--- config.mk ---
export PLATFORM = sky130hd
export DESIGN_NAME = number_to_ascii_formatter_unit
export DESIGN_NICKNAME = d
export VERILOG_FILES = /design/src/rtl/ntaf_pkg.sv /design/src/rtl/ntaf_cell.sv /design/src/rtl/ntaf_serializer.sv /design/src/rtl/number_to_ascii_formatter_unit.sv
export SDC_FILE = /design/constraint.sdc
export NUM_CORES = 2
export LEC_CHECK = 0
export BUFFER_PORTS_ARGS = -buffer_cell sky130_fd_sc_hd__buf_2
export CAP_MARGIN = 25
export CORE_MARGIN = 1.5
export CORE_UTILIZATION = 40
export CTS_CLUSTER_SIZE = 10
export DETAILED_ROUTE_END_ITERATION = 7
export PLACE_DENSITY = 0.52
export SLEW_MARGIN = 0
export SYNTH_ARGS = -nofsm -noshare
export SYNTH_HDL_FRONTEND = slang
export SYNTH_SLANG_ARGS = --single-unit
--- constraint.sdc ---
create_clock -name clk -period 69.4 [get_ports clk]
set_input_delay 3.47 -clock clk [delete_from_list [all_inputs] [get_ports clk]]
set_output_delay 3.47 -clock clk [all_outputs]
set_load 0.1 [all_outputs]
--- src/rtl/ntaf_pkg.sv ---
// Package of the number-to-ASCII formatter: command codes, item and cell types,
// character constants and the hex digit lookup. No dependencies.
`default_nettype none

package ntaf_pkg;

  localparam int NUM_CELLS  = 32;
  localparam int NUM_DIGITS = 10;
  localparam int NUM_CHARS  = 11;
  localparam int LAST_POS   = NUM_CHARS - 1;

  localparam logic [7:0]   ASCII_ZERO  = 8'h30;
  localparam logic [7:0]   ASCII_MINUS = 8'h2d;
  localparam logic [127:0] HEX_CHARS   = "0123456789abcdef";

  typedef enum logic [2:0] {
    CMD_RAW   = 3'd0,
    CMD_HEX8  = 3'd1,
    CMD_HEX16 = 3'd2,
    CMD_HEX32 = 3'd3,
    CMD_DEC   = 3'd4
  } cmd_t;

  typedef logic [3:0] pos_t;

  typedef struct packed {
    logic [2:0]  cmd;
    logic [31:0] value;
  } in_item_t;

  typedef struct packed {
    logic [7:0] char_out;
    logic       last;
  } out_item_t;

  typedef struct packed {
    logic                    vld;
    cmd_t                    cmd;
    logic                    neg;
    logic [31:0]             mag;
    logic [4*NUM_DIGITS-1:0] bcd;
  } cell_t;

  function automatic logic [7:0] hex_char(input logic [3:0] nib);
    return HEX_CHARS[{~nib, 3'b000} +: 8];
  endfunction

endpackage

`default_nettype wire

--- src/rtl/ntaf_cell.sv ---
// One conversion cell: a single shift-and-add-3 step from binary to BCD.
// Depends on ntaf_pkg for the cell type.
`default_nettype none

module ntaf_cell (
  input  wire logic          clk,
  input  wire logic          rst_n,
  input  wire logic          adv,
  input  wire ntaf_pkg::cell_t prev,
  output ntaf_pkg::cell_t    cur
);

  logic            vld_r;
  ntaf_pkg::cell_t data_r;
  ntaf_pkg::cell_t data_nxt;
  logic [4*ntaf_pkg::NUM_DIGITS-1:0] adj;

  // The magnitude rotates, so after all cells it is back to its original value.
  always_comb begin
    for (int d = 0; d < ntaf_pkg::NUM_DIGITS; d++) begin
      adj[4*d +: 4] = (prev.bcd[4*d +: 4] >= 4'd5) ? (prev.bcd[4*d +: 4] + 4'd3)
                                                   : prev.bcd[4*d +: 4];
    end
    data_nxt     = prev;
    data_nxt.mag = {prev.mag[30:0], prev.mag[31]};
    data_nxt.bcd = {adj[4*ntaf_pkg::NUM_DIGITS-2:0], prev.mag[31]};
  end

  always_ff @(posedge clk) begin
    if (!rst_n) begin
      vld_r <= 1'b0;
    end else if (adv) begin
      vld_r <= prev.vld;
    end
  end

  always_ff @(posedge clk) begin
    if (adv) begin
      data_r <= data_nxt;
    end
  end

  always_comb begin
    cur     = data_r;
    cur.vld = vld_r;
  end

endmodule

`default_nettype wire

--- src/rtl/ntaf_serializer.sv ---
// Buffer that lays out one converted item; sends one character a cycle unless stalled.
// Depends on ntaf_pkg for types, constants and the hex lookup.
`default_nettype none

module ntaf_serializer (
  input  wire logic            clk,
  input  wire logic            rst_n,
  input  wire ntaf_pkg::cell_t src,
  output logic                 load,
  output logic                 out_valid,
  input  wire logic            out_stall,
  output ntaf_pkg::out_item_t  out_item
);

  logic                  busy_r;
  logic                  busy_nxt;
  ntaf_pkg::pos_t        ptr_r;
  ntaf_pkg::pos_t        ptr_nxt;
  ntaf_pkg::pos_t        skip_r;
  ntaf_pkg::pos_t        skip_nxt;
  logic [7:0]            chars_r   [ntaf_pkg::NUM_CHARS];
  logic [7:0]            chars_ld  [ntaf_pkg::NUM_CHARS];
  ntaf_pkg::pos_t        start_ld;
  ntaf_pkg::pos_t        first_nz;
  logic                  is_last;
  logic                  out_fire;

  assign is_last  = (ptr_r == ntaf_pkg::pos_t'(ntaf_pkg::LAST_POS));
  assign out_fire = busy_r && !out_stall;
  assign load     = src.vld && (!busy_r || (out_fire && is_last));

  assign out_valid         = busy_r;
  assign out_item.char_out = chars_r[ptr_r];
  assign out_item.last     = is_last;

  always_comb begin
    first_nz = ntaf_pkg::pos_t'(ntaf_pkg::LAST_POS);
    for (int j = ntaf_pkg::NUM_DIGITS - 1; j >= 0; j--) begin
      if (src.bcd[4*(ntaf_pkg::NUM_DIGITS-1-j) +: 4] != 4'd0) begin
        first_nz = ntaf_pkg::pos_t'(j + 1);
      end
    end
    for (int k = 0; k < ntaf_pkg::NUM_CHARS; k++) begin
      chars_ld[k] = ntaf_pkg::ASCII_ZERO;
    end
    start_ld = ntaf_pkg::pos_t'(ntaf_pkg::LAST_POS);
    case (src.cmd)
      ntaf_pkg::CMD_RAW: begin
        chars_ld[ntaf_pkg::LAST_POS] = src.mag[7:0];
      end
      ntaf_pkg::CMD_HEX8, ntaf_pkg::CMD_HEX16, ntaf_pkg::CMD_HEX32: begin
        for (int k = 0; k < 8; k++) begin
          chars_ld[ntaf_pkg::LAST_POS-k] = ntaf_pkg::hex_char(src.mag[4*k +: 4]);
        end
        if (src.cmd == ntaf_pkg::CMD_HEX8) begin
          start_ld = ntaf_pkg::pos_t'(ntaf_pkg::LAST_POS - 1);
        end else if (src.cmd == ntaf_pkg::CMD_HEX16) begin
          start_ld = ntaf_pkg::pos_t'(ntaf_pkg::LAST_POS - 3);
        end else begin
          start_ld = ntaf_pkg::pos_t'(ntaf_pkg::LAST_POS - 7);
        end
      end
      ntaf_pkg::CMD_DEC: begin
        chars_ld[0] = ntaf_pkg::ASCII_MINUS;
        for (int j = 0; j < ntaf_pkg::NUM_DIGITS; j++) begin
          chars_ld[j+1] = ntaf_pkg::ASCII_ZERO
                        + {4'd0, src.bcd[4*(ntaf_pkg::NUM_DIGITS-1-j) +: 4]};
        end
        start_ld = src.neg ? ntaf_pkg::pos_t'(0) : first_nz;
      end
      default: begin
        start_ld = ntaf_pkg::pos_t'(ntaf_pkg::LAST_POS);
      end
    endcase
  end

  // After the minus sign the pointer jumps over the suppressed leading zeros.
  always_comb begin
    busy_nxt = busy_r;
    ptr_nxt  = ptr_r;
    skip_nxt = skip_r;
    if (load) begin
      busy_nxt = 1'b1;
      ptr_nxt  = start_ld;
      skip_nxt = first_nz;
    end else if (out_fire) begin
      if (is_last) begin
        busy_nxt = 1'b0;
      end else if (ptr_r == ntaf_pkg::pos_t'(0)) begin
        ptr_nxt = skip_r;
      end else begin
        ptr_nxt = ptr_r + ntaf_pkg::pos_t'(1);
      end
    end
  end

  always_ff @(posedge clk) begin
    if (!rst_n) begin
      busy_r <= 1'b0;
    end else begin
      busy_r <= busy_nxt;
    end
  end

  always_ff @(posedge clk) begin
    ptr_r  <= ptr_nxt;
    skip_r <= skip_nxt;
    if (load) begin
      chars_r <= chars_ld;
    end
  end

  a_done_goes_idle: assert property (@(posedge clk) disable iff (!rst_n)
    (busy_r && out_fire && is_last && !src.vld) |=> !busy_r)
    else $error("buffer stayed busy after its last character");

  a_ptr_in_range: assert property (@(posedge clk) disable iff (!rst_n)
    busy_r |-> (ptr_r <= ntaf_pkg::pos_t'(ntaf_pkg::LAST_POS)))
    else $error("character pointer out of range");

  a_minus_first: assert property (@(posedge clk) disable iff (!rst_n)
    (busy_r && ptr_r == ntaf_pkg::pos_t'(0)) |-> (chars_r[0] == ntaf_pkg::ASCII_MINUS))
    else $error("position zero sent without a minus sign");

  a_no_drop: assert property (@(posedge clk) disable iff (!rst_n)
    (busy_r && !out_fire) |=> (busy_r && $stable(ptr_r)))
    else $error("stalled character changed");

endmodule

`default_nettype wire

--- src/rtl/number_to_ascii_formatter_unit.sv ---
// Top level of the number-to-ASCII formatter: enable register, input decode, a chain
// of conversion cells and the character serializer. Depends on ntaf_pkg, ntaf_cell
// and ntaf_serializer.
//
// Use: an item (cmd, value) is accepted when in_valid is high and in_stall low.
// Commands print a raw byte, 2, 4 or 8 lowercase hex digits, or signed decimal
// with a leading minus and no leading zeros. Each character leaves on the out_
// channel as one item, with last set on the final character of its request.
// Unknown commands, and every request while enable is 0, are accepted and print
// nothing. The enable register is written over cfg_ with cfg_ready always high.
// An accepted item passes through each cell of the 32-cell binary-to-BCD chain
// and then loads into the serializer. Throughput: one character per cycle while
// out_stall is low, so a request sends 1 to 11 characters (raw 1, hex 2/4/8,
// decimal 1 to 11); the chain takes a new item every cycle while it moves.
// When out_stall is high the current character holds; once a converted item
// waits at the chain's end, the chain freezes and in_stall rises.
// Reset clears all valid state and sets enable to 1.
`default_nettype none

module number_to_ascii_formatter_unit (
  input  wire logic                 clk,
  input  wire logic                 rst_n,
  input  wire logic                 in_valid,
  output logic                      in_stall,
  input  wire ntaf_pkg::in_item_t   in_item,
  output logic                      out_valid,
  input  wire logic                 out_stall,
  output ntaf_pkg::out_item_t       out_item,
  input  wire logic                 cfg_valid,
  output logic                      cfg_ready,
  input  wire logic                 cfg_data
);

  logic            enable_r;
  logic            adv;
  logic            load;
  logic            in_fire;
  logic            cmd_ok;
  ntaf_pkg::cell_t head;
  ntaf_pkg::cell_t links [ntaf_pkg::NUM_CELLS+1];

  assign cfg_ready = 1'b1;

  always_ff @(posedge clk) begin
    if (!rst_n) begin
      enable_r <= 1'b1;
    end else if (cfg_valid && cfg_ready) begin
      enable_r <= cfg_data;
    end
  end

  assign adv      = !links[ntaf_pkg::NUM_CELLS].vld || load;
  assign in_stall = !adv;
  assign in_fire  = in_valid && adv;

  always_comb begin
    unique case (ntaf_pkg::cmd_t'(in_item.cmd)) inside
      ntaf_pkg::CMD_RAW, ntaf_pkg::CMD_HEX8, ntaf_pkg::CMD_HEX16,
      ntaf_pkg::CMD_HEX32, ntaf_pkg::CMD_DEC: cmd_ok = 1'b1;
      default:                                 cmd_ok = 1'b0;
    endcase
    head      = '0;
    head.vld  = in_fire && enable_r && cmd_ok;
    head.cmd  = ntaf_pkg::cmd_t'(in_item.cmd);
    head.neg  = (head.cmd == ntaf_pkg::CMD_DEC) && in_item.value[31];
    head.mag  = head.neg ? (~in_item.value + 32'd1) : in_item.value;
  end

  assign links[0] = head;

  for (genvar i = 0; i < ntaf_pkg::NUM_CELLS; i++) begin : g_cells
    ntaf_cell u_cell (
      .clk   (clk),
      .rst_n (rst_n),
      .adv   (adv),
      .prev  (links[i]),
      .cur   (links[i+1])
    );
  end

  ntaf_serializer u_ser (
    .clk       (clk),
    .rst_n     (rst_n),
    .src       (links[ntaf_pkg::NUM_CELLS]),
    .load      (load),
    .out_valid (out_valid),
    .out_stall (out_stall),
    .out_item  (out_item)
  );

  a_stall_means_waiting: assert property (@(posedge clk) disable iff (!rst_n)
    in_stall |-> (links[ntaf_pkg::NUM_CELLS].vld && out_valid))
    else $error("input stalled with nothing waiting at the chain end");

  a_disabled_drops: assert property (@(posedge clk) disable iff (!rst_n)
    !enable_r |-> !head.vld)
    else $error("item entered the chain while output is disabled");

  a_chain_holds: assert property (@(posedge clk) disable iff (!rst_n)
    !adv |=> $stable(links[ntaf_pkg::NUM_CELLS]))
    else $error("chain end changed while frozen");

endmodule

`default_nettype wire
== Word-level counts from Yosys, hierarchy flattened ==
Index checks and enable logic that the tools add are counted.
Storage, ports and cells
  flip-flop bits (word level): 2343
  bits in latches: 0
  memory bits (writable): 0
  ROM bits: 0
  input bits: 41
  output and inout port bits: 12
  word-level logic and storage cells: 1080
  memories: 0
Operators by class
  add/subtract/negate cells: 277
  multipliers: 0
  divide/modulo/power cells: 0
  $lt $le $gt $ge: 266
  equal/unequal tests: 10
  shifts and indexed selects: 8
  mux-type cells: 293
  bitwise operators: 10
  reductions and logical operators: 31
Operator list (count)
  $shiftx 128x8->8 const A: 8
  $ge 4x3->1 const B: 255
  $mux 4: 247
  $add 4x2->4 const B: 234
  $pmux 56 s2: 1
  $add 6x4->7 const A: 10
  $mux 3: 22
  $add 3x2->3 const B: 21
  $reduce_bool 4->1: 9
  $add 32x1->32 const B: 1
  $bmux 8 s4: 1
  $mux 32: 1
  $not 32->32: 1
  $not 4->4: 8
  $add 1x2->3 const AB: 9
  $ge 1x3->1 const AB: 9
  $pmux 8 s3: 1
  $mux 21: 1
  $mux 8: 2
  $mux 1: 14
  $eq 3x2->1 const B: 4
  $pmux 4 s2: 1
  $logic_and 1x1->1: 7
  $eq 3x1->1 const B: 2
  other kinds (17): 26

== Depth between registers and ports, before layout ==
  word-level depth: 13
  mapped depth: 10
  depth with buffers taken out: 8

== By module ==
Synthesis repeated with hierarchy kept, for this count alone.
Second synthesis, totals
  cell total of the unflattened synthesis: 8083
  area total of the unflattened synthesis: 110558.5 um^2
Modules (own cells, without submodules)
  ntaf_cell: times used 32, cells each 236, area an instance 3296.9 um^2, seq. area each 2272.2 um^2
  ntaf_serializer: times used 1, cells each 415, area an instance 4259.1 um^2, seq. area each 2092.0 um^2
  number_to_ascii_formatter_unit: times used 1, cells each 116, area an instance 798.3 um^2, seq. area each 20.0 um^2

== Least setup slack after synthesis ==
Ideal clock, no wire load.
  path type: input-to-reg
  start point: in out_stall
  end point: reg g_cells[0].u_cell.data_r (netlist bit g_cells[0].u_cell.cur[40]), enable pin
  setup time: 2.857 ns
  arrival time: 52.089 ns
  data required time: 66.543 ns
  slack: 14.454 ns
  cell stages on the path: 3
  buffers on the path: 1
  cells stage by stage: o21a_1 nand2_1 buf_1
Between the ends
  cells in the longest elaborated chain, start to end: 6
RTL lines
  start: declaration: RTL line number_to_ascii_formatter_unit.sv:27  | input wire logic out_stall,
  $logic_not 1->1: RTL line ntaf_serializer.sv:29  | assign out_fire = busy_r && !out_stall;
  $logic_and 1x1->1: RTL line ntaf_serializer.sv:29
  $logic_and 1x1->1: RTL line ntaf_serializer.sv:30  | assign load = src.vld && (!busy_r || (out_fire && is_last));
  $logic_or 1x1->1: RTL line ntaf_serializer.sv:30
  $logic_and 1x1->1: RTL line ntaf_serializer.sv:30
  $logic_or 1x1->1: RTL line number_to_ascii_formatter_unit.sv:52  | assign adv = !links[ntaf_pkg::NUM_CELLS].vld || load;
  end signal: assignment: RTL line ntaf_cell.sv:39  | data_r <= data_nxt;
  end: declaration: RTL line ntaf_cell.sv:14  | ntaf_pkg::cell_t data_r;
Every way passes these cells.
A chain may end at the register's enable or synchronous reset.

== Worst setup path after layout ==
  start point: in out_stall
  end point: out in_stall
Between the ends
  cells in the longest elaborated chain, start to end: 7
RTL lines
  $logic_not 1->1: RTL line ntaf_serializer.sv:29
  $logic_and 1x1->1: RTL line ntaf_serializer.sv:29
  $logic_and 1x1->1: RTL line ntaf_serializer.sv:30
  $logic_or 1x1->1: RTL line ntaf_serializer.sv:30
  $logic_and 1x1->1: RTL line ntaf_serializer.sv:30
  $logic_or 1x1->1: RTL line number_to_ascii_formatter_unit.sv:52
  $logic_not 1->1: RTL line number_to_ascii_formatter_unit.sv:53  | assign in_stall = !adv;
  end: declaration: RTL line number_to_ascii_formatter_unit.sv:24  | output logic in_stall,
Every way passes these cells.

==> results_dict.tcl <==
set metrics [dict create \
    post-dp-hpwl_um 59200 \
    reported_net_switching_power_w 0.000865 \
    min_period_ps 8980 \
    grt_pass1_vias 34500 \
    hp-class "flop to flop" \
    post_route_cells_drive_above_1_share_pct 6.43 \
    synthSimpleGateAreaFrac_pct 7.63 \
    maximum_number_of_pins_on_one_net_before_global_route_repair 192 \
    critical_path_s_largest_stage_delay_ps 840 \
    combinational_family_with_the_most_area_after_synthesis "simple AND/OR/NAND/NOR gates" \
    netlist_instances 4897 \
    die_w_um 436 \
    clkTransAtPathRegs_ps 50 \
    finClkSkew_ps 50.2 \
    cts.sink_count 1900 \
    globalRouteOverflowTotal 0 \
    antenna_found_initial 1 \
    post_synth_num_cell_types 57 \
    parity_gate_share_of_the_synthesized_area_counting_xor_and_xnor_cells_pct 2.17 \
    synthesis.yosys.warnings 0 \
    port_buffers 51 \
    cp.required_ps 65930 \
    setup.worst_path.start "out_stall" \
    synth-seq-area-share_pct 75.5 \
    worst_slew_pin_slew_ps 1060 \
    multi_input_comb_area_mm2 0.0169 \
    ctsLongestPathBuffers 3 \
    finish.net_count 5537 \
    seq_area_mm2 0.0567 \
    most_area_hungry_cell_type_in_the_yosys_netlist "sky130_fd_sc_hd__edfxtp_1" \
    maximum_clock_frequency_mhz 111 \
    fin_tns_setup_ps 0 \
    final_report_hold_violation_count 0 \
    drt_drc_violations_left 0 \
    dr_total_vias 35400 \
    htree_num_levels 4 \
    synth_area_per_cell_um2 15.3 \
    setup_violations 0 \
    synth.area.mux_share_pct 2.46 \
    holdPathStages 0 \
    globalplace.congestion 0.756 \
    outcome "finished clean" \
    fin_util_pct 45.4 \
    synthAdderAreaFrac_pct 5.60 \
    die_area_mm2 0.190 \
    cts_inserted_buffers 211 \
    antenna_violating_nets_post_route 0 \
    sw_frac_of_total_pct 26.6 \
    worst_ep_arrival_time_ps 5510 \
    detailedRoute.firstIterationViolations 2247 \
    rrSetupSlack_ps 63470 \
    io_pins 53 \
    compound_gate_fraction_of_synth_area_pct 4.64 \
    clock_insertion_delay_worst_skew_ps 820 \
    track_usage_pct 10.4 \
    fp-row-count 158 \
    async_flop_share_pct 0 \
    hp-start "g_cells[25].u_cell.cur[53]" \
    synth.ff_latch_count 1900 \
    wirelength_um 97900 \
    dpl.cell_count 7423 \
    max_slew_violation_total_from_the_final_report 0 \
    fraction_of_the_cycle_the_final_worst_path_needs_pct 12.9 \
    share_clk_of_total_power_pct 29.5 \
    worst_r2r_endpoint "g_cells[5].u_cell.cur[70]" \
    clockRootBuffer "sky130_fd_sc_hd__clkbuf_16" \
    area_growth_syn_to_layout_pct 12.5 \
    p_per_area_mw_per_mm2 38.5 \
    grt_first_pass_wirelength_um 165000 \
    die_h_um 436 \
    yosys-top-cells-area "sky130_fd_sc_hd__edfxtp_1, sky130_fd_sc_hd__ha_1, sky130_fd_sc_hd__nand2_1" \
    timing.reg2reg.worst_path_depth 9 \
    instances_no_fill 7687 \
    total_leakage_power_nw 33.3 \
    cts_resized 0 \
    count_of_buffers_added_by_post_cts_timing_repair_for_setup 0 \
    power_frac_comb_pct 18.1 \
    vias_per_cell 4.60 \
    mappedNetlistArea_mm2 0.0751 \
    synth_commonest_cells "sky130_fd_sc_hd__edfxtp_1, sky130_fd_sc_hd__nand2_1, sky130_fd_sc_hd__inv_1, sky130_fd_sc_hd__ha_1, sky130_fd_sc_hd__o21ai_0" \
    pwr-share-seq_pct 52.4 \
    critical_path_class "primary input to output port" \
    critPathMaxFanout 37 \
    cp-start-kind "primary input" \
    max-vdd-ir-drop_mv 0.0235 \
    synth.most_common_cell "sky130_fd_sc_hd__edfxtp_1" \
    power.total_w 0.00326 \
    cell_internal_pwr_w 0.00239 \
    tritoncts "yes" \
    fill_cells 16100 \
    cts_hold_repair.buffers 0 \
    timing.critical_path.to_type "output port" \
    worst_path_max_delay_cell "sky130_fd_sc_hd__inv_1" \
    start_util_pct 40.4 \
    post_synth_edffs 1866 \
    timing.critical_path.cells "buf_2 > o21a_1 > nand2_4 > inv_1 > buf_2" \
    worst_r2r_startpoint "u_ser.ptr_r[3]" \
    rsz_0062_raised_after_global_routing "false" \
    ys_dominant_reg_cell "sky130_fd_sc_hd__edfxtp_1" \
    route.detailed.wl_per_inst_um 12.7 \
    drt_pass1_iterations 5 \
    post-synth-top-area-fraction_pct 74.6 \
    coreArea_mm2 0.186 \
    cpMostUsedCell "sky130_fd_sc_hd__buf_2" \
    relative_slew_slack_pct 29.1 \
    whs_endpoint "g_cells[26].u_cell.cur[54]" \
    cap_violations 0 \
]
==> power groups by stage <==
stage          sequential [W]  clock, W  combinational, W
3_5_place_dp          0.00173         0          0.000600
5_1_grt               0.00174   0.00105          0.000696
2_1_floorplan         0.00168         0          0.000499
6_report              0.00171  0.000961          0.000589
3_3_place_gp          0.00173         0          0.000580
4_1_cts               0.00171   0.00100          0.000602
==> kinds of logic (layout without fill, tap and decap cells) <==
kind of cell,Yosys count,count (layout)
other cells,1,3
mux,177,177
compound gates,631,631
fa+ha+maj,336,336
buf+inv,392,700
xor+xnor,186,186
flops,1900,1900
simple gates,1274,1274
==> routing by layer <==
metal,part of all wire (%),up-vias,global-route usage [%]
met1,45,16800,12.9
met2,49,358,17.5
met3,3.8,221,2.53
li1,-,18000,-
met4,2.9,0,3.92
met5,0,-,0
==> state kept, by name, indices dropped and copies added (netlist names) <==
signal	flops
u_ser.chars_r	61
u_ser.out_valid	1
u_ser.ptr_r	4
g_cells.u_cell.vld_r	32
enable_r	1
g_cells.u_cell.cur	1797
u_ser.skip_r	4
==> layout make-up <==
cell class,count,area share [%]
inverter,356,1.58
clock buffer,237,6.38
multi-input combinational,2606,20.0
clock inverter,22,0.496
timing repair buffer,85,0.752
antenna,1,0.00296
tap,2480,3.67
sequential,1900,67.1
==> cells in the final DEF (no fill, tap or decap), types with 7 or more instances in the layout <==
| cell type | synthesis | final |
|---|---|---|
| sky130_fd_sc_hd__buf_2 | 1 | 51 |
| sky130_fd_sc_hd__clkbuf_1 | 20 | 25 |
| sky130_fd_sc_hd__nand3_1 | 11 | 11 |
| sky130_fd_sc_hd__mux2i_1 | 168 | 168 |
| sky130_fd_sc_hd__a21oi_1 | 196 | 196 |
| sky130_fd_sc_hd__o21a_1 | 7 | 7 |
| sky130_fd_sc_hd__nand2b_1 | 291 | 291 |
| sky130_fd_sc_hd__xor2_1 | 16 | 16 |
| sky130_fd_sc_hd__dfxtp_1 | 34 | 34 |
| sky130_fd_sc_hd__a32o_1 | 16 | 16 |
| sky130_fd_sc_hd__o21ai_0 | 330 | 329 |
| sky130_fd_sc_hd__inv_1 | 355 | 354 |
| sky130_fd_sc_hd__clkinv_1 | 1 | 7 |
| sky130_fd_sc_hd__nor2b_1 | 9 | 9 |
| sky130_fd_sc_hd__and3_1 | 9 | 9 |
| sky130_fd_sc_hd__nand2_1 | 695 | 694 |
| sky130_fd_sc_hd__xnor2_1 | 170 | 170 |
| sky130_fd_sc_hd__clkbuf_16 | 0 | 211 |
| sky130_fd_sc_hd__ha_1 | 336 | 336 |
| sky130_fd_sc_hd__nand3b_1 | 9 | 9 |
| sky130_fd_sc_hd__o211ai_1 | 9 | 9 |
| sky130_fd_sc_hd__or2_2 | 7 | 7 |
| sky130_fd_sc_hd__a21boi_0 | 33 | 33 |
| sky130_fd_sc_hd__a31oi_1 | 7 | 7 |
| sky130_fd_sc_hd__nor2_1 | 207 | 207 |
| sky130_fd_sc_hd__buf_4 | 2 | 27 |
| sky130_fd_sc_hd__edfxtp_1 | 1866 | 1866 |
| sky130_fd_sc_hd__clkinv_16 | 0 | 10 |
| sky130_fd_sc_hd__nor4_1 | 14 | 14 |
==> worst max path at each step <==
stage	endpoint	slack (ps)	cells after the start
floorplan	g_cells[0].u_cell.cur[40]	14450	3
global placement	in_stall	60410	5
detailed placement	in_stall	60400	5
CTS	in_stall	60390	5
global route	in_stall	60230	5
finish	in_stall	60420	5
==> worst max-delay path, delay by kind of cell <==
kind	cells	cell delay [ps]
buf+inv	3	1500
simple gates	1	300
compound gates	1	210
==> through the flow <==
stage | area, µm² | setup WS (ps) | hold slack (ps)
after global routing | 84500 | 60230 | 393
after detailed placement | 78600 | 60400 | 405
final | 84500 | 60420 | 374
after CTS | 84400 | 60390 | 380
after global placement | 78600 | 60410 | 400
after floorplan | 75100 | 14450 | 400
No activity file was read; power rests on OpenSTA's default activity.
